### config.mk
export PLATFORM = sky130hd
export DESIGN_NAME = button_click_classifier
export DESIGN_NICKNAME = d
export VERILOG_FILES = /design/src/hw/rtl/bcc_pkg.sv /design/src/hw/rtl/bcc_cfg.sv /design/src/hw/rtl/bcc_core.sv /design/src/hw/rtl/bcc_out.sv /design/src/hw/rtl/button_click_classifier.sv
export SDC_FILE = /design/constraint.sdc
export NUM_CORES = 1
export LEC_CHECK = 0
export BUFFER_PORTS_ARGS = -buffer_cell sky130_fd_sc_hd__buf_2
export CELL_PAD_IN_SITES_DETAIL_PLACEMENT = 1
export CELL_PAD_IN_SITES_GLOBAL_PLACEMENT = 2
export CORE_MARGIN = 5
export CORE_UTILIZATION = 40
export DETAILED_ROUTE_END_ITERATION = 8
export PLACE_DENSITY_LB_ADDON = 0.2
export REMOVE_ABC_BUFFERS = 1
export SLEW_MARGIN = 10
export SYNTH_ARGS = -nofsm -noshare
export SYNTH_HDL_FRONTEND = slang
export SYNTH_SLANG_ARGS = --single-unit
### constraint.sdc
create_clock -name clk -period 11.33 [get_ports clk]
set_clock_uncertainty 0.05 [all_clocks]
set_input_delay 0.5665 -clock clk [delete_from_list [all_inputs] [get_ports clk]]
set_output_delay 0.5665 -clock clk [all_outputs]
set_load 0.005 [all_outputs]
### src/hw/rtl/bcc_pkg.sv
// ----------------------------------------------------------------------------
// bcc_pkg
// Shared types and constants for the button click classifier.
// ----------------------------------------------------------------------------
package bcc_pkg;

  localparam int unsigned TickW  = 10;
  localparam int unsigned ClickW = 4;
  localparam int unsigned KindW  = 2;
  localparam int unsigned CfgIdxW = 2;

  localparam logic [TickW-1:0]  HoldMax  = '1;
  localparam logic [ClickW-1:0] ClickMax = '1;

  localparam logic [TickW-1:0] LongPressRst = TickW'(300);
  localparam logic [TickW-1:0] ShortMinRst  = TickW'(2);
  localparam logic [TickW-1:0] ShortMaxRst  = TickW'(70);
  localparam logic [TickW-1:0] WindowRst    = TickW'(100);

  typedef enum logic [KindW-1:0] {
    KIND_NONE  = 2'd0,
    KIND_LONG  = 2'd1,
    KIND_GROUP = 2'd2
  } kind_t;

  typedef enum logic [CfgIdxW-1:0] {
    CFG_LONG_PRESS = 2'd0,
    CFG_SHORT_MIN  = 2'd1,
    CFG_SHORT_MAX  = 2'd2,
    CFG_WINDOW     = 2'd3
  } cfg_idx_t;

  typedef struct packed {
    logic [TickW-1:0] long_press_ticks;
    logic [TickW-1:0] short_min_ticks;
    logic [TickW-1:0] short_max_ticks;
    logic [TickW-1:0] multi_click_window;
  } cfg_t;

  typedef struct packed {
    logic              valid;
    kind_t             kind;
    logic [ClickW-1:0] count;
  } result_t;

endpackage

### src/hw/rtl/bcc_cfg.sv
// ----------------------------------------------------------------------------
// bcc_cfg
// Configuration register file, write only.
// ----------------------------------------------------------------------------
module bcc_cfg
  import bcc_pkg::*;
(
  input  logic               clk,
  input  logic               rst_n,
  input  logic               cfg_wr_en,
  input  logic [CfgIdxW-1:0] cfg_index,
  input  logic [TickW-1:0]   cfg_wdata,
  output cfg_t               cfg
);

  cfg_t cfg_r;

  always_ff @(posedge clk) begin
    if (!rst_n) begin
      cfg_r.long_press_ticks   <= LongPressRst;
      cfg_r.short_min_ticks    <= ShortMinRst;
      cfg_r.short_max_ticks    <= ShortMaxRst;
      cfg_r.multi_click_window <= WindowRst;
    end else if (cfg_wr_en) begin
      unique case (cfg_idx_t'(cfg_index))
        CFG_LONG_PRESS: cfg_r.long_press_ticks   <= cfg_wdata;
        CFG_SHORT_MIN:  cfg_r.short_min_ticks    <= cfg_wdata;
        CFG_SHORT_MAX:  cfg_r.short_max_ticks    <= cfg_wdata;
        CFG_WINDOW:     cfg_r.multi_click_window <= cfg_wdata;
        default: ;
      endcase
    end
  end

  assign cfg = cfg_r;

endmodule

### src/hw/rtl/bcc_core.sv
// ----------------------------------------------------------------------------
// bcc_core
// Input sample register, classifier state and per-sample update logic.
// ----------------------------------------------------------------------------
module bcc_core
  import bcc_pkg::*;
(
  input  logic    clk,
  input  logic    rst_n,
  input  cfg_t    cfg,
  input  logic    in_valid,
  input  logic    in_pressed,
  output logic    in_stall,
  input  logic    out_free,
  output result_t res
);

  logic              smp_valid_r;
  logic              smp_pressed_r;
  logic              armed_r, armed_nxt;
  logic              rel_seen_r, rel_seen_nxt;
  logic              last_r, last_nxt;
  logic [TickW-1:0]  hold_r, hold_nxt;
  logic [ClickW-1:0] clicks_r, clicks_nxt;
  logic [TickW-1:0]  win_r, win_nxt;
  kind_t             kind;
  logic [ClickW-1:0] count;
  logic              restarted;
  logic              advance;
  logic              p;

  // sample stage moves on whenever the result register can take it
  assign advance  = smp_valid_r && out_free;
  assign in_stall = smp_valid_r && !out_free;
  assign p        = smp_pressed_r;

  always_comb begin
    armed_nxt    = armed_r;
    rel_seen_nxt = rel_seen_r;
    last_nxt     = last_r;
    hold_nxt     = hold_r;
    clicks_nxt   = clicks_r;
    win_nxt      = win_r;
    kind         = KIND_NONE;
    count        = '0;
    restarted    = 1'b0;

    // wait for a released level before arming
    if (!armed_nxt) begin
      if (!p) begin
        rel_seen_nxt = 1'b1;
        hold_nxt     = '0;
        last_nxt     = 1'b0;
      end else if (rel_seen_nxt) begin
        armed_nxt    = 1'b1;
        rel_seen_nxt = 1'b0;
      end
    end

    if (armed_nxt) begin
      if (last_nxt == p) begin
        if (hold_nxt != HoldMax) hold_nxt = hold_nxt + TickW'(1);
        if (hold_nxt >= cfg.long_press_ticks) begin
          kind       = KIND_LONG;
          armed_nxt  = 1'b0;
          clicks_nxt = '0;
          win_nxt    = '0;
        end
      end else if (p) begin
        hold_nxt = '0;
      end else begin
        if (hold_nxt >= cfg.short_min_ticks && hold_nxt < cfg.short_max_ticks) begin
          if (clicks_nxt != ClickMax) clicks_nxt = clicks_nxt + ClickW'(1);
          win_nxt   = (cfg.multi_click_window != '0) ? cfg.multi_click_window
                                                     : TickW'(1);
          restarted = 1'b1;
        end else begin
          hold_nxt = '0;
        end
        armed_nxt = 1'b0;
      end
      last_nxt = p;
    end

    // multi-click window countdown; no tick on the restart itself
    if (kind == KIND_NONE && !restarted && win_nxt != '0) begin
      win_nxt = win_nxt - TickW'(1);
      if (win_nxt == '0) begin
        kind       = KIND_GROUP;
        count      = clicks_nxt;
        clicks_nxt = '0;
      end
    end
  end

  always_ff @(posedge clk) begin
    if (!rst_n) begin
      smp_valid_r <= 1'b0;
      armed_r     <= 1'b0;
      rel_seen_r  <= 1'b0;
      last_r      <= 1'b0;
      hold_r      <= '0;
      clicks_r    <= '0;
      win_r       <= '0;
    end else begin
      if (!in_stall) smp_valid_r <= in_valid;
      if (advance) begin
        armed_r    <= armed_nxt;
        rel_seen_r <= rel_seen_nxt;
        last_r     <= last_nxt;
        hold_r     <= hold_nxt;
        clicks_r   <= clicks_nxt;
        win_r      <= win_nxt;
      end
    end
  end

  always_ff @(posedge clk) begin
    if (!in_stall && in_valid) smp_pressed_r <= in_pressed;
  end

  assign res.valid = advance;
  assign res.kind  = kind;
  assign res.count = count;

  // a running window always has at least one click behind it
  a_window_has_clicks: assert property (@(posedge clk) disable iff (!rst_n)
    (win_r != '0) |-> (clicks_r != '0))
    else $error("window running with no pending clicks");

  a_group_nonzero: assert property (@(posedge clk) disable iff (!rst_n)
    (advance && kind == KIND_GROUP) |-> (count != '0))
    else $error("click group reported with zero clicks");

  a_count_only_group: assert property (@(posedge clk) disable iff (!rst_n)
    (advance && kind != KIND_GROUP) |-> (count == '0))
    else $error("click count set outside a group report");

  a_long_disarms: assert property (@(posedge clk) disable iff (!rst_n)
    (advance && kind == KIND_LONG) |=> (!armed_r && win_r == '0 && clicks_r == '0))
    else $error("long press left state behind");

  a_sample_held: assert property (@(posedge clk) disable iff (!rst_n)
    in_stall |=> (smp_valid_r && $stable(smp_pressed_r)))
    else $error("stalled sample lost");

endmodule

### src/hw/rtl/bcc_out.sv
// ----------------------------------------------------------------------------
// bcc_out
// Result register toward the output channel.
// ----------------------------------------------------------------------------
module bcc_out
  import bcc_pkg::*;
(
  input  logic              clk,
  input  logic              rst_n,
  input  result_t           res,
  output logic              out_free,
  output logic              out_valid,
  input  logic              out_stall,
  output logic [KindW-1:0]  out_event_kind,
  output logic [ClickW-1:0] out_click_count
);

  logic              valid_r;
  kind_t             kind_r;
  logic [ClickW-1:0] count_r;

  assign out_free = !valid_r || !out_stall;

  always_ff @(posedge clk) begin
    if (!rst_n) begin
      valid_r <= 1'b0;
    end else if (out_free) begin
      valid_r <= res.valid;
    end
  end

  always_ff @(posedge clk) begin
    if (out_free && res.valid) begin
      kind_r  <= res.kind;
      count_r <= res.count;
    end
  end

  assign out_valid       = valid_r;
  assign out_event_kind  = kind_r;
  assign out_click_count = count_r;

endmodule

### src/hw/rtl/button_click_classifier.sv
// ----------------------------------------------------------------------------
// button_click_classifier
// Push-button long-press and multi-click classifier, one sample per tick.
// ----------------------------------------------------------------------------
// Each input transaction is one scan-tick sample of the button level; each
// sample yields exactly one output transaction (event kind none, long press,
// or finished click group with its count). A sample passes through the
// input register and then the result register, and a new sample is taken
// every cycle while the output side keeps up. Both stages hold under
// out_stall. Configuration writes take effect on the next cycle and
// belong in idle periods.
module button_click_classifier
  import bcc_pkg::*;
(
  input  logic               clk,
  input  logic               rst_n,
  input  logic               cfg_wr_en,
  input  logic [CfgIdxW-1:0] cfg_index,
  input  logic [TickW-1:0]   cfg_wdata,
  input  logic               in_valid,
  output logic               in_stall,
  input  logic               in_pressed,
  output logic               out_valid,
  input  logic               out_stall,
  output logic [KindW-1:0]   out_event_kind,
  output logic [ClickW-1:0]  out_click_count
);

  cfg_t    cfg;
  result_t res;
  logic    out_free;

  bcc_cfg u_cfg (
    .clk       (clk),
    .rst_n     (rst_n),
    .cfg_wr_en (cfg_wr_en),
    .cfg_index (cfg_index),
    .cfg_wdata (cfg_wdata),
    .cfg       (cfg)
  );

  bcc_core u_core (
    .clk        (clk),
    .rst_n      (rst_n),
    .cfg        (cfg),
    .in_valid   (in_valid),
    .in_pressed (in_pressed),
    .in_stall   (in_stall),
    .out_free   (out_free),
    .res        (res)
  );

  bcc_out u_out (
    .clk             (clk),
    .rst_n           (rst_n),
    .res             (res),
    .out_free        (out_free),
    .out_valid       (out_valid),
    .out_stall       (out_stall),
    .out_event_kind  (out_event_kind),
    .out_click_count (out_click_count)
  );

endmodule

# After elaboration in Yosys (flattened, before gate mapping)
# Cells that the tools add are included.
# op_classes
n_eq_ne	6
n_reduce_logical	24
n_addsub	3
bitwise_logic	1
mux	44
magnitude_cmp	3
# op_table
op	n
$mux W10	16
$mux W4	8
$ge A10 B10 Y1	2
$reduce_bool A10 Y1	2
$mux W1	16
$reduce_and A2 Y1	6
$add A10 B1 Y10 const B	1
$logic_not A10 Y1	1
$lt A10 B10 Y1	1
$ne A10 B10 Y1 const B	1
$sub A10 B1 Y10 const B	1
$mux W2	4
$logic_and A1 B1 Y1	7
$logic_not A1 Y1	5
$add A4 B1 Y4 const B	1
$eq A2 B2 Y1 const B	2
$logic_not A2 Y1	2
$ne A4 B4 Y1 const B	1
$eq A2 B1 Y1 const B	1
$eq A1 B1 Y1	1
$logic_or A1 B1 Y1	1
$not A1 Y1	1
# word_totals
regBits	76
out_inout_bits	8

# Longest topological paths before layout
# Gate-level depths: netlist of run 1.
# logic_depth
word_depth	14
ltp_mapped	28

# Modules after synthesis
# Synthesis of run 1 repeated with hierarchy kept, for this count alone.
# unflattened
cells_unflattened	582
area_unflattened_um2	4804.6
# modules_own_cells
module	area_each_um2	cells_per_inst	n_inst
bcc_core	3010.4	418	1
bcc_cfg	1572.8	153	1
bcc_out	221.5	11	1

# Worst setup path before layout of run 1
# No wires, ideal clock.
# synth_timing
path_type	reg2reg
start	register u_core.smp_pressed_r (netlist: u_core.p)
end	register u_core.clicks_r[0]
path_slack_ns	6.137
path_stages_with_launch	27
n_path_buf	4
synth_period_minus_slack_ns	5.193
setup_ns	0.117
arrival_ns	5.025
cell_sequence	edfxtp_1 > buf_4 > or2_2 > clkbuf_1 > nand2_1 > nor3_1 > and3_1 > nand3_1 > clkbuf_1 > nand2_1 > xnor2_1 > ha_1 > o21a_1 > o211ai_1 > a21o_1 > a21o_1 > and3_1 > a21oi_1 > ha_1 > o21ai_0 > mux2_2 > nor3b_1 > xor2_1 > nand4_1 > or4_1 > buf_2 > a32o_1
# synth_via
elab_chain_len	14
elab_cells_between_ends	42
# synth_rtl
item	line_no	source
from (decl)	bcc_core.sv:19	logic smp_pressed_r;
from (signal assigned)	bcc_core.sv:119	if (!in_stall && in_valid) smp_pressed_r <= in_pressed;
$mux W10	bcc_core.sv:50	if (!p) begin
$mux W10	bcc_core.sv:49	if (!armed_nxt) begin
$add A10 B1 Y10 / $ne A10 B10 Y1 (equally long branches)	bcc_core.sv:62	if (hold_nxt != HoldMax) hold_nxt = hold_nxt + TickW'(1);
$mux W10	bcc_core.sv:62	
$mux W10	bcc_core.sv:61	if (last_nxt == p) begin
$mux W10	bcc_core.sv:60	if (armed_nxt) begin
$ge A10 B10 Y1	bcc_core.sv:63	if (hold_nxt >= cfg.long_press_ticks) begin
$mux W10 / $mux W1 (equally long branches)	bcc_core.sv:63	
$mux W10 / $mux W2 (equally long branches)	bcc_core.sv:61	
$mux W10 / $mux W2 (equally long branches)	bcc_core.sv:60	
$sub A10 B1 Y10 / $logic_not A2 Y1 (equally long branches)	bcc_core.sv:87, bcc_core.sv:86	
$logic_not A10 Y1 / $logic_and A1 B1 Y1 (equally long branches)	bcc_core.sv:88, bcc_core.sv:86	
$mux W4 / $logic_and A1 B1 Y1 (equally long branches)	bcc_core.sv:88, bcc_core.sv:86	
$mux W4 (*)	bcc_core.sv:86	if (kind == KIND_NONE && !restarted && win_nxt != '0) begin
to (signal assigned)	bcc_core.sv:112	clicks_r <= clicks_nxt;
to (decl)	bcc_core.sv:24	logic [ClickW-1:0] clicks_r, clicks_nxt;
# Mark *: on every way between the ends. The rest lies on a longest branch, timed or not. The select of a mux whose other input is x is not followed.
# A chain may end at the register's enable or synchronous reset.

# Worst setup path after layout of run 1
# Same ends and word-level chain as after synthesis.

==> results of run 1 <==
-- critical path: stages, from the launching register on --
cell and delay (ns):
sky130_fd_sc_hd__edfxtp_1 0.75, sky130_fd_sc_hd__o21ai_2 0.15, sky130_fd_sc_hd__inv_1 0.09, sky130_fd_sc_hd__ha_1 0.19
sky130_fd_sc_hd__nand3_1 0.08, sky130_fd_sc_hd__nor3_1 0.25, sky130_fd_sc_hd__and3_1 0.24, sky130_fd_sc_hd__nand3_1 0.36
sky130_fd_sc_hd__nand4_1 0.25, sky130_fd_sc_hd__xor2_1 0.21, sky130_fd_sc_hd__nor2_1 0.07, sky130_fd_sc_hd__ha_1 0.27
sky130_fd_sc_hd__o21a_1 0.12, sky130_fd_sc_hd__o211ai_1 0.10, sky130_fd_sc_hd__a21o_1 0.19, sky130_fd_sc_hd__a21o_1 0.26
sky130_fd_sc_hd__and3_1 0.21, sky130_fd_sc_hd__a21oi_1 0.22, sky130_fd_sc_hd__ha_1 0.37, sky130_fd_sc_hd__o21ai_0 0.14
sky130_fd_sc_hd__mux2_2 0.30, sky130_fd_sc_hd__nor3b_1 0.24, sky130_fd_sc_hd__xor2_1 0.17, sky130_fd_sc_hd__nand4_1 0.10
sky130_fd_sc_hd__or4_1 0.61, sky130_fd_sc_hd__a32o_1 0.28
-- where the power goes --
group          leakage, nW  total [mW]  internal, mW  switching, mW
registers            0.629       0.294         0.283         0.0111
logic                 1.47       0.140        0.0578         0.0821
clock network        0.156       0.312         0.186          0.126
-- sequential cells by signal (all words and copies together) (netlist names) --
name	flops
u_cfg.cfg	40
u_core.armed_r	1
u_core.clicks_r	4
u_core.hold_r	10
u_core.last_r	1
u_core.p	1
u_core.rel_seen_r	1
u_core.smp_valid_r	1
u_core.win_r	10
u_out.out_click_count	4
u_out.out_event_kind	2
u_out.out_valid	1
-- through the flow --
stage          setup slack (ns)  hold WS (ns)  total power [mW]
2_1_floorplan             5.906        0.3934            0.3965
3_3_place_gp              5.262        0.4024            0.4355
3_5_place_dp              5.039        0.4192            0.4389
4_1_cts                   4.994        0.3650            0.7536
5_1_grt                   4.437        0.3519            0.7835
6_report                  4.951        0.3719            0.7464
-- worst min-delay path by stage --
| stage | from | cells after the start | slack, ns | endpoint |
|---|---|---|---|---|
| 6_report | in_pressed | 1 | 0.37 | u_core.p$_DFFE_PP_ |
| 5_1_grt | in_pressed | 1 | 0.35 | u_core.p$_DFFE_PP_ |
| 4_1_cts | in_pressed | 1 | 0.37 | u_core.p$_DFFE_PP_ |
| 3_5_place_dp | u_cfg.cfg[13]$_SDFFE_PN0P_ | 2 | 0.42 | u_cfg.cfg[13]$_SDFFE_PN0P_ |
| 3_3_place_gp | u_cfg.cfg[19]$_SDFFE_PN0P_ | 2 | 0.40 | u_cfg.cfg[19]$_SDFFE_PN0P_ |
| 2_1_floorplan | u_cfg.cfg[13]$_SDFFE_PN0P_ | 2 | 0.39 | u_cfg.cfg[13]$_SDFFE_PN0P_ |
-- layout make-up --
class / instances / area (sq um)
clock buffer: 11 / 254.0
clock inverter: 5 / 65.06
fill: 1395 / 6266
inverter: 40 / 150.1
multi-input combinational: 439 / 2904
sequential: 76 / 1592
tap: 143 / 178.9
timing repair buffer: 29 / 155.1
-- Yosys cell counts, types with 11 or more instances --
cell,count
sky130_fd_sc_hd__nand2_1,93
sky130_fd_sc_hd__dfxtp_1,69
sky130_fd_sc_hd__inv_1,39
sky130_fd_sc_hd__nor2_1,36
sky130_fd_sc_hd__ha_1,32
sky130_fd_sc_hd__o21ai_0,25
sky130_fd_sc_hd__a21oi_1,23
sky130_fd_sc_hd__a21boi_0,20
sky130_fd_sc_hd__clkbuf_1,20
sky130_fd_sc_hd__nor2b_1,20
sky130_fd_sc_hd__nand3_1,17
sky130_fd_sc_hd__and3_1,12
sky130_fd_sc_hd__mux2i_1,11
-- metal layers --
metal  global-route usage (%)  share of wire (%)  vias to the layer above
li1                         -                  -                     2081
met1                    27.38                 49                     2032
met2                    31.79                 46                       56
met3                    4.028                4.0                       15
met4                    6.083                1.4                        0
met5                        0                  0                        -
-- logic make-up after synthesis --
logic type	after synthesis
and+or+nand+nor	232
AOI/OAI and AO/OA	146
DFF	76
buffers and inverters	66
adders and majority gates	32
xor gates and xnor gates	16
muxes	13
==> results.rst, run 1 <==
.. list-table::
   :header-rows: 1

   * - Metric
     - Value
   * - MaxCap Viol Count
     - 0
   * - Required arrival time at the worst endpoint
     - 11.52 ns
   * - Diode count
     - 0
   * - Final instance area
     - 5299 sq um
   * - Final setup viols
     - 0
   * - Flip-flop and latch count after synthesis
     - 76
   * - Total via count after detailed routing
     - 4184
   * - Most common cell after layout, fill and taps aside
     - sky130_fd_sc_hd__nand2_1
   * - Xor and xnor fraction of the mapped netlist area
     - 2.940%
   * - Number of pins exceeding their max-slew limit in the final report
     - 0
   * - Number of sinks handled by clock tree synthesis
     - 76
   * - Later-pin clock latency in the skew report
     - 0.35 ns
   * - Top cell type's share of synthesized area
     - 28.98%
   * - Fraction of layout cells with a size suffix above 1
     - 10.67%
   * - Die Span X
     - 119.2 um
   * - Final core utilization
     - 45.82%
   * - WS Path Type
     - reg -> reg
   * - Die outline height
     - 119.2 um
   * - Number of top-level pins
     - 26
   * - Count of final hold-check violations
     - 0
   * - Classification of the worst-slack hold path
     - in -> reg
   * - Maximum root-to-sink buffer count
     - 2
   * - RSZ-0062 raised after global routing
     - no
   * - Total global routing track utilization
     - 19.99%
   * - Final nets
     - 645
   * - Clock Tree Root
     - sky130_fd_sc_hd__clkbuf_16
   * - Detailed placer's ending HPWL
     - 10260 um
   * - Post_cts resized
     - 0
   * - Worst slew slack as a fraction of its limit
     - 44.08%
   * - Main combinational cell family by area after synthesis
     - simple AND/OR/NAND/NOR gates
   * - Min Tclk post-route
     - 6.379 ns
   * - Congestion Overflow GR
     - 0
   * - Primary flip-flop cell chosen by synthesis mapping
     - sky130_fd_sc_hd__dfxtp_1
   * - Max VDD drop
     - 0.0001288 V
   * - Count of placed standard cells in the final layout, fillers left out
     - 743
   * - Async set-or-reset flop fraction in the synthesized netlist
     - 0%
   * - FF-to-FF setup slack
     - 4.95 ns
   * - Top achievable clock speed
     - 156.8 MHz
   * - Final worst-path cycle share
     - 56.30%
   * - RePlAce Congestion
     - 0.8448
   * - Cells taking the most area after synthesis
     - sky130_fd_sc_hd__dfxtp_1, sky130_fd_sc_hd__ha_1, sky130_fd_sc_hd__nand2_1
   * - Mean Syn Cell Area
     - 8.205 sq um
   * - Endpoint of the lowest-slack register-to-register path
     - u_core.clicks_r[0]$_SDFFE_PN0P_
   * - Cells on worst reg2reg path
     - 25
   * - CTS tree
     - done
   * - Clock edge transition at the registers on the reported setup and hold paths
     - 0.06 ns
   * - Worst-path maximum fanout
     - 18
   * - I/O Buffers
     - 25
   * - Area fraction in and, or, nand and nor cells after synthesis
     - 24.67%
   * - Endpoint arrival time on the critical path
     - 6.57 ns
   * - Core region area
     - 11560 sq um
   * - Launching element of the worst setup path
     - u_core.p$_DFFE_PP_
   * - Number of library cell types mapped by synthesis
     - 77
   * - Vias in the first global route
     - 4226
   * - Largest net degree at the start of global routing
     - 71
   * - Worst Tran Pin Value
     - 0.8357 ns
   * - Seq/Total Area, Yosys
     - 33.39%
   * - Routed WL per cell
     - 18.38 um
   * - Final antenna-violating net count
     - 0
   * - Setup_tns
     - 0 ns
   * - Synth-to-Final Area Change
     - 11.15%
   * - Total Routed Length
     - 13650 um
   * - Post-DP Area
     - 4980 sq um
   * - Number of antenna violations at the first check in global routing
     - 0
   * - Run status
     - completed
   * - Yosys synthesis warning count
     - 0
   * - Vias per cell
     - 5.631
   * - Cell type with the largest total area after synthesis
     - sky130_fd_sc_hd__dfxtp_1
   * - H-Tree Depth
     - 3
   * - Count of hold buffers inserted by post-cts repair
     - 0
   * - Crit path launch type
     - flip-flop
   * - Global-route wire length before repair
     - 22570 um
   * - Synth Area in Adders
     - 8.399%
   * - Most frequent cells in the layout
     - sky130_fd_sc_hd__nand2_1, sky130_fd_sc_hd__dfxtp_1, sky130_fd_sc_hd__inv_1
   * - Number of core rows
     - 39
   * - Placed cells
     - 727
   * - Number of synthesized flops with an enable pin
     - 7
   * - Leakage power total
     - 2.256 nW
   * - Total iterations of the first detailed-routing run
     - 4
   * - Number of buffers inserted during clock tree synthesis
     - 9
   * - Crit. End Element
     - flip-flop
   * - Cell count after synthesis
     - 581
   * - DR DRC count
     - 0
   * - Fraction of synthesized area in multiplexers
     - 2.835%
   * - Starting density of the core
     - 41.22%
   * - Power per cell area
     - 140.9 nW/um^2
   * - Post-synth design cell area
     - 4767 sq um
   * - Worst R2R Start
     - u_core.p$_DFFE_PP_
   * - Fraction of the mapped netlist area in compound gates
     - 22.07%
   * - Die Footprint
     - 14200 sq um
   * - Capturing element of the worst setup path
     - u_core.clicks_r[0]$_SDFFE_PN0P_
   * - Initial drt markers
     - 207
   * - Setup fix buffers added after clock tree synthesis
     - 0
Power figures use the tool's default switching activity.
==> run 2: changes to the inputs <==
- CORE_UTILIZATION: 40 -> 37
- clock period: 11.33 -> 5.9 ns (I/O delays scaled with it)
==> run 2 against run 1 <==
Against the previous run: fmax up 16%; critical path depth is 2 lower; cell count grew 4.4%; global-route usage fell by 0.34 points; combinational power grew 97%; non-clock buffer count is 4 higher; sequential cell count stayed put; sequential power rose by 91%; utilization shrank 3.5 points; die area is 7.4% higher; design area rose by 0.71%; count of clock-buffer cells in the layout fell by 1; critical path type unchanged; highest routed layer unchanged.
==> results.rst, run 2 (synthesized netlist as in run 1, its figures left out) <==
.. list-table::
   :header-rows: 1

   * - Metric
     - Value
   * - Die outline height
     - 123.5 um
   * - Die Span X
     - 123.5 um
   * - Top achievable clock speed
     - 181.3 MHz
   * - Endpoint arrival time on the critical path
     - 5.70 ns
   * - Vias per cell
     - 5.415
   * - DR DRC count
     - 0
   * - Largest net degree at the start of global routing
     - 71
   * - Worst slack on hold paths
     - 0.1161 ns
   * - Detailed placer's ending HPWL
     - 10720 um
   * - Clk network pwr share
     - 38.7%
   * - Endpoint of the lowest-slack register-to-register path
     - u_core.win_r[5]$_SDFFE_PN0P_
   * - Worst-path maximum fanout
     - 11
   * - Run status
     - completed
   * - Post-DP Area
     - 5039 sq um
   * - Clock edge transition at the registers on the reported setup and hold paths
     - 0.06 ns
   * - Most frequent cells in the layout
     - sky130_fd_sc_hd__nand2_1, sky130_fd_sc_hd__dfxtp_1, sky130_fd_sc_hd__inv_1
   * - Launching element of the worst setup path
     - u_core.p$_DFFE_PP_
   * - Number of pins exceeding their max-slew limit in the final report
     - 0
   * - Number of antenna violations at the first check in global routing
     - 0
   * - Leakage power total
     - 2.259 nW
   * - Final nets
     - 649
   * - Number of top-level pins
     - 26
   * - Final core utilization
     - 42.29%
   * - Die Footprint
     - 15250 sq um
   * - Total Routed Length
     - 14150 um
   * - Min Tclk post-route
     - 5.514 ns
   * - Starting density of the core
     - 37.78%
   * - Final antenna-violating net count
     - 0
   * - Required arrival time at the worst endpoint
     - 6.09 ns
   * - Proportion of power drawn by flip-flops and latches
     - 41.1%
   * - Number of sinks handled by clock tree synthesis
     - 76
   * - Routed WL per cell
     - 18.23 um
   * - Global-route wire length before repair
     - 22730 um
   * - Worst Tran Pin Value
     - 0.8714 ns
   * - Power per cell area
     - 256.8 nW/um^2
   * - FF-to-FF setup slack
     - 0.39 ns
   * - Total via count after detailed routing
     - 4202
   * - RSZ-0062 raised after global routing
     - no
   * - Cell Int Power
     - 0.9460 mW
   * - Crit path launch type
     - flip-flop
   * - Most common cell after layout, fill and taps aside
     - sky130_fd_sc_hd__nand2_1
   * - Congestion Overflow GR
     - 0
   * - Fillers
     - 1557
   * - Switching share of power
     - 30.98%
   * - Clock Tree Root
     - sky130_fd_sc_hd__clkbuf_16
   * - Core region area
     - 12620 sq um
   * - Number of buffers inserted during clock tree synthesis
     - 9
   * - H-Tree Depth
     - 3
   * - Later-pin clock latency in the skew report
     - 0.35 ns
   * - Number of core rows
     - 41
   * - I/O Buffers
     - 25
   * - Count of final hold-check violations
     - 0
   * - WS Path Type
     - reg -> reg
   * - Cells on worst reg2reg path
     - 23
   * - MaxCap Viol Count
     - 0
   * - Logic pwr share
     - 20.2%
   * - Vias in the first global route
     - 4258
   * - Max VDD drop
     - 0.0001362 V
   * - Setup_tns
     - 0 ns
   * - Net Switching
     - 0.4246 mW
   * - Crit. End Element
     - flip-flop
   * - Maximum root-to-sink buffer count
     - 2
   * - Total global routing track utilization
     - 19.65%
   * - Total iterations of the first detailed-routing run
     - 4
   * - Final setup viols
     - 0
   * - Diode count
     - 0
   * - Flip-flop count of the largest register after layout
     - 40
   * - CTS tree
     - done
   * - Initial drt markers
     - 221
   * - Worst slew slack as a fraction of its limit
     - 41.69%
   * - RePlAce Congestion
     - 0.8422
   * - Fraction of layout cells with a size suffix above 1
     - 11.75%
   * - Classification of the worst-slack hold path
     - in -> reg
   * - Worst R2R Start
     - u_core.p$_DFFE_PP_
   * - Final instance area
     - 5336 sq um
   * - Capturing element of the worst setup path
     - u_core.win_r[5]$_SDFFE_PN0P_
   * - Final worst-path cycle share
     - 93.46%
   * - Count of hold buffers inserted by post-cts repair
     - 0
   * - Synth-to-Final Area Change
     - 11.94%
run 2: cell types whose count changed in the layout (fill, tap and decap cells not counted), sizes merged:
cell      delta
bufinv       -1
clkbuf       -1
buf          +4
clkinvlp     +2
run 2: how the worst min path moves through the flow:
stage,from,to,cells after the start,slack (ns)
finish,in_pressed,u_core.p$_DFFE_PP_,1,0.12
global placement,u_cfg.cfg[14]$_SDFFE_PN0P_,u_cfg.cfg[14]$_SDFFE_PN0P_,2,0.40
detailed placement,u_cfg.cfg[39]$_SDFFE_PN0P_,u_cfg.cfg[39]$_SDFFE_PN0P_,2,0.41
global route,in_pressed,u_core.p$_DFFE_PP_,1,0.10
CTS,in_valid,u_core.smp_valid_r$_SDFFE_PN0N_,2,0.10
floorplan,rst_n,u_cfg.cfg[21]$_SDFFE_PN1P_,1,0.31
run 2: through the flow:
step,worst slack [ns],cells,power (mW)
after CTS,0.1207,775,1.380
after global placement,0.4291,759,0.8371
after global routing,0.07022,776,1.437
final,0.3857,776,1.371
after detailed placement,0.1740,759,0.8437
after floorplan,0.4763,555,0.7613
run 2: layout make-up:
type / count / area, sq um / area share [%]
clock buffers: 10 / 229.0 / 4.291
clock inverters: 6 / 47.55 / 0.8910
inverters: 40 / 150.1 / 2.814
multi-input cells: 439 / 2918 / 54.68
flip-flops and latches: 76 / 1592 / 29.82
well taps: 172 / 215.2 / 4.033
repair buffers: 33 / 185.2 / 3.470
run 2: power by group through the flow:
stage | logic (mW) | registers (mW) | clock network (mW)
final | 0.276 | 0.563 | 0.531
after global routing | 0.302 | 0.567 | 0.568
after CTS | 0.270 | 0.564 | 0.546
after detailed placement | 0.269 | 0.575 | 0
after global placement | 0.263 | 0.574 | 0
after floorplan | 0.192 | 0.569 | 0
run 2: worst max-delay path, cell delays in order, from the launching register on:
cell,delay (ns)
sky130_fd_sc_hd__edfxtp_1,0.48
sky130_fd_sc_hd__or2_2,0.41
sky130_fd_sc_hd__and2_1,0.27
sky130_fd_sc_hd__and3_1,0.24
sky130_fd_sc_hd__nand3_1,0.11
sky130_fd_sc_hd__buf_4,0.19
sky130_fd_sc_hd__nand2_1,0.08
sky130_fd_sc_hd__xnor2_1,0.25
sky130_fd_sc_hd__ha_1,0.30
sky130_fd_sc_hd__a211o_1,0.30
sky130_fd_sc_hd__a21oi_1,0.18
sky130_fd_sc_hd__a21o_1,0.16
sky130_fd_sc_hd__a21o_1,0.24
sky130_fd_sc_hd__nand3_1,0.11
sky130_fd_sc_hd__o21ai_0,0.21
sky130_fd_sc_hd__inv_1,0.10
sky130_fd_sc_hd__ha_2,0.21
sky130_fd_sc_hd__o21ai_0,0.10
sky130_fd_sc_hd__mux2_2,0.22
sky130_fd_sc_hd__o21bai_1,0.19
sky130_fd_sc_hd__o21a_1,0.38
sky130_fd_sc_hd__nand2_1,0.12
sky130_fd_sc_hd__and3b_1,0.20
sky130_fd_sc_hd__a311o_1,0.30
run 2: repair_timing:
| item | in CTS | in global routing |
|---|---|---|
| buffers inserted | 0 | 1 |
| resized for setup | 0 | 4 |
| setup endpoints to repair | 0 | 11 |
run 2: per-layer routing:
| layer | GRT usage (%) | vias to the layer above | share of wire (%) |
|---|---|---|---|
| met3 | 3.797 | 16 | 2.6 |
| met4 | 6.713 | 0 | 1.8 |
| met1 | 26.26 | 2049 | 49 |
| li1 | - | 2085 | - |
| met5 | 0 | - | 0 |
| met2 | 31.74 | 52 | 46 |
==> run 3: changes to the inputs <==
- CORE_ASPECT_RATIO: not set -> 1.4
==> run 3 against run 2 <==
Against the previous run: sequential cell count did not move; total power rose by 7.6%; critical endpoint is now u_core.clicks_r[3]$_SDFFE_PN0P_; design area rose by 0.70%; global-route usage rose by 0.26 points; clock power rose by 19%; fmax fell by 0.16%; utilization fell by 0.15 points; largest cell class unchanged; non-clock buffer count fell by 1.
==> results.rst, run 3 (synthesized netlist as in run 1, its figures left out) <==
.. list-table::
   :header-rows: 1

   * - Metric
     - Value
   * - Detailed placer's ending HPWL
     - 11360 um
   * - Largest net degree at the start of global routing
     - 55
   * - Fraction of layout cells with a size suffix above 1
     - 11.94%
   * - Crit. End Element
     - flip-flop
   * - FF-to-FF setup slack
     - 0.38 ns
   * - Starting density of the core
     - 37.38%
   * - I/O Buffers
     - 25
   * - Min Tclk post-route
     - 5.523 ns
   * - Post-DP Area
     - 5015 sq um
   * - Number of top-level pins
     - 26
   * - RSZ-0062 raised after global routing
     - no
   * - Final worst-path cycle share
     - 93.61%
   * - Number of pins exceeding their max-slew limit in the final report
     - 0
   * - Endpoint of the lowest-slack register-to-register path
     - u_core.clicks_r[3]$_SDFFE_PN0P_
   * - Count of final hold-check violations
     - 0
   * - Max VDD drop
     - 0.0001275 V
   * - Flip-flop count of the largest register after layout
     - 40
   * - Total iterations of the first detailed-routing run
     - 4
   * - Final antenna-violating net count
     - 0
   * - Number of sinks handled by clock tree synthesis
     - 76
   * - Synth-to-Final Area Change
     - 12.73%
   * - Crit path launch type
     - flip-flop
   * - Hold path startpoint
     - in_pressed
   * - Diode count
     - 0
   * - Worst slew slack as a fraction of its limit
     - 39.62%
   * - Final Power
     - 1.475 mW
   * - RePlAce Congestion
     - 0.8305
   * - Final setup viols
     - 0
   * - CTS tree
     - done
   * - Vias in the first global route
     - 4430
   * - Total Routed Length
     - 14550 um
   * - Global-route wire length before repair
     - 23580 um
   * - Run status
     - completed
   * - WS Path Type
     - reg -> reg
   * - Die Footprint
     - 15290 sq um
   * - Worst R2R Start
     - u_core.hold_r[0]$_SDFFE_PN0P_
   * - Pre-CTS WS
     - -0.05061 ns
   * - Power per cell area
     - 274.4 nW/um^2
   * - Hold path cells
     - 1
   * - Die outline height
     - 144.3 um
   * - Final instance area
     - 5374 sq um
   * - Count of hold buffers inserted by post-cts repair
     - 0
   * - Final nets
     - 648
   * - Top achievable clock speed
     - 181.1 MHz
   * - Die Span X
     - 105.9 um
   * - Routed WL per cell
     - 19.24 um
   * - DR DRC count
     - 0
   * - Clock Tree Root
     - sky130_fd_sc_hd__clkbuf_16
   * - Most frequent cells in the layout
     - sky130_fd_sc_hd__nand2_1, sky130_fd_sc_hd__dfxtp_1, sky130_fd_sc_hd__inv_1
   * - Worst-path maximum fanout
     - 11
   * - Worst slack on hold paths
     - 0.1182 ns
   * - Classification of the worst-slack hold path
     - in -> reg
   * - End of the worst hold path
     - u_core.p$_DFFE_PP_
   * - Congestion Overflow GR
     - 0
   * - Number of antenna violations at the first check in global routing
     - 0
   * - Total via count after detailed routing
     - 4245
   * - Total global routing track utilization
     - 19.91%
   * - Clock edge transition at the registers on the reported setup and hold paths
     - 0.06 ns
   * - Maximum root-to-sink buffer count
     - 2
   * - Endpoint arrival time on the critical path
     - 5.70 ns
   * - Later-pin clock latency in the skew report
     - 0.34 ns
   * - Most common cell after layout, fill and taps aside
     - sky130_fd_sc_hd__nand2_1
   * - Initial drt markers
     - 156
   * - Required arrival time at the worst endpoint
     - 6.08 ns
   * - Cells on worst reg2reg path
     - 24
   * - MaxCap Viol Count
     - 0
   * - Vias per cell
     - 5.615
   * - Leakage power total
     - 2.282 nW
   * - Worst Tran Pin Value
     - 0.9024 ns
   * - Number of core rows
     - 49
   * - Core region area
     - 12750 sq um
   * - Number of buffers inserted during clock tree synthesis
     - 9
   * - H-Tree Depth
     - 3
   * - Final worst-path setup slack
     - 0.3769 ns
==> run 3: changes by cell type in the layout (fill, tap and decap cells not counted), sizes merged <==
cell,previous run,this run
buf,33,32
bufinv,0,2
clkbuf,10,11
clkinv,2,3
clkinvlp,2,0
inv,42,40
==> run 3: metrics by stage <==
stage	setup TNS (ns)	util, %	instances
2_1_floorplan	0	-	555
3_3_place_gp	0	39.32	740
3_5_place_dp	-0.1852	39.32	740
4_1_cts	0	41.98	756
5_1_grt	0	42.14	756
6_report	0	42.14	756
==> run 3: worst max-delay path by stage <==
stage,startpoint,end,slack (ns)
floorplan,u_core.p$_DFFE_PP_,u_core.clicks_r[0]$_SDFFE_PN0P_,0.48
global placement,u_core.hold_r[0]$_SDFFE_PN0P_,u_core.clicks_r[1]$_SDFFE_PN0P_,0.22
detailed placement,u_core.armed_r$_SDFFE_PN0P_,u_core.clicks_r[2]$_SDFFE_PN0P_,-0.05
CTS,u_core.armed_r$_SDFFE_PN0P_,u_core.clicks_r[1]$_SDFFE_PN0P_,0.06
global route,u_core.hold_r[0]$_SDFFE_PN0P_,u_core.win_r[3]$_SDFFE_PN0P_,0.02
finish,u_core.hold_r[0]$_SDFFE_PN0P_,u_core.clicks_r[3]$_SDFFE_PN0P_,0.38
==> run 3: layer usage <==
layer / share of wire [%] / vias up / routed length (um) / GRT usage, %
met5: 0 / - / 0 / 0
met4: 2.3 / 0 / 334 / 7.299
met3: 2.2 / 24 / 322 / 3.439
met2: 54 / 49 / 7811 / 37.60
met1: 42 / 2085 / 6077 / 22.35
li1: - / 2087 / - / -
==> run 3: critical path: stages (launching register included) <==
cell and delay [ns]:
sky130_fd_sc_hd__dfxtp_1 0.46, sky130_fd_sc_hd__o21ai_4 0.12, sky130_fd_sc_hd__inv_1 0.10, sky130_fd_sc_hd__ha_1 0.22, sky130_fd_sc_hd__nand3_1 0.10, sky130_fd_sc_hd__nor3_1 0.27, sky130_fd_sc_hd__and3_1 0.25, sky130_fd_sc_hd__nand3_1 0.11
sky130_fd_sc_hd__buf_4 0.20, sky130_fd_sc_hd__o21ai_1 0.26, sky130_fd_sc_hd__ha_1 0.22, sky130_fd_sc_hd__or3b_1 0.11, sky130_fd_sc_hd__o2111ai_1 0.16, sky130_fd_sc_hd__a21o_1 0.21, sky130_fd_sc_hd__a21o_2 0.27, sky130_fd_sc_hd__and3_1 0.20
sky130_fd_sc_hd__a21oi_2 0.20, sky130_fd_sc_hd__ha_4 0.22, sky130_fd_sc_hd__o21ai_0 0.10, sky130_fd_sc_hd__mux2_2 0.30, sky130_fd_sc_hd__nor3b_1 0.25, sky130_fd_sc_hd__xor2_1 0.18, sky130_fd_sc_hd__nand4_1 0.11, sky130_fd_sc_hd__or4_4 0.51
sky130_fd_sc_hd__a32o_1 0.23
==> run 3: final cells by class <==
type / count / area (sq um)
clock inverters: 5 / 82.58
clock buffers: 11 / 254.0
well taps: 153 / 191.4
fillers: 1558 / 7378
inverters: 40 / 150.1
repair buffers: 32 / 177.7
multi-input cells: 439 / 2925
flip-flops and latches: 76 / 1593
==> run 3: what timing repair did <==
item	4_1_cts	5_1_grt
buffers inserted	0	0
resized for setup	2	6
endpoints found under the setup margin	8	12
pin swaps	0	0
==> run 3: where the power goes <==
group          total (mW)  internal [mW]  switching (mW)
Combinational       0.279          0.115           0.164
Sequential          0.564          0.544          0.0201
Clock               0.631          0.397           0.234
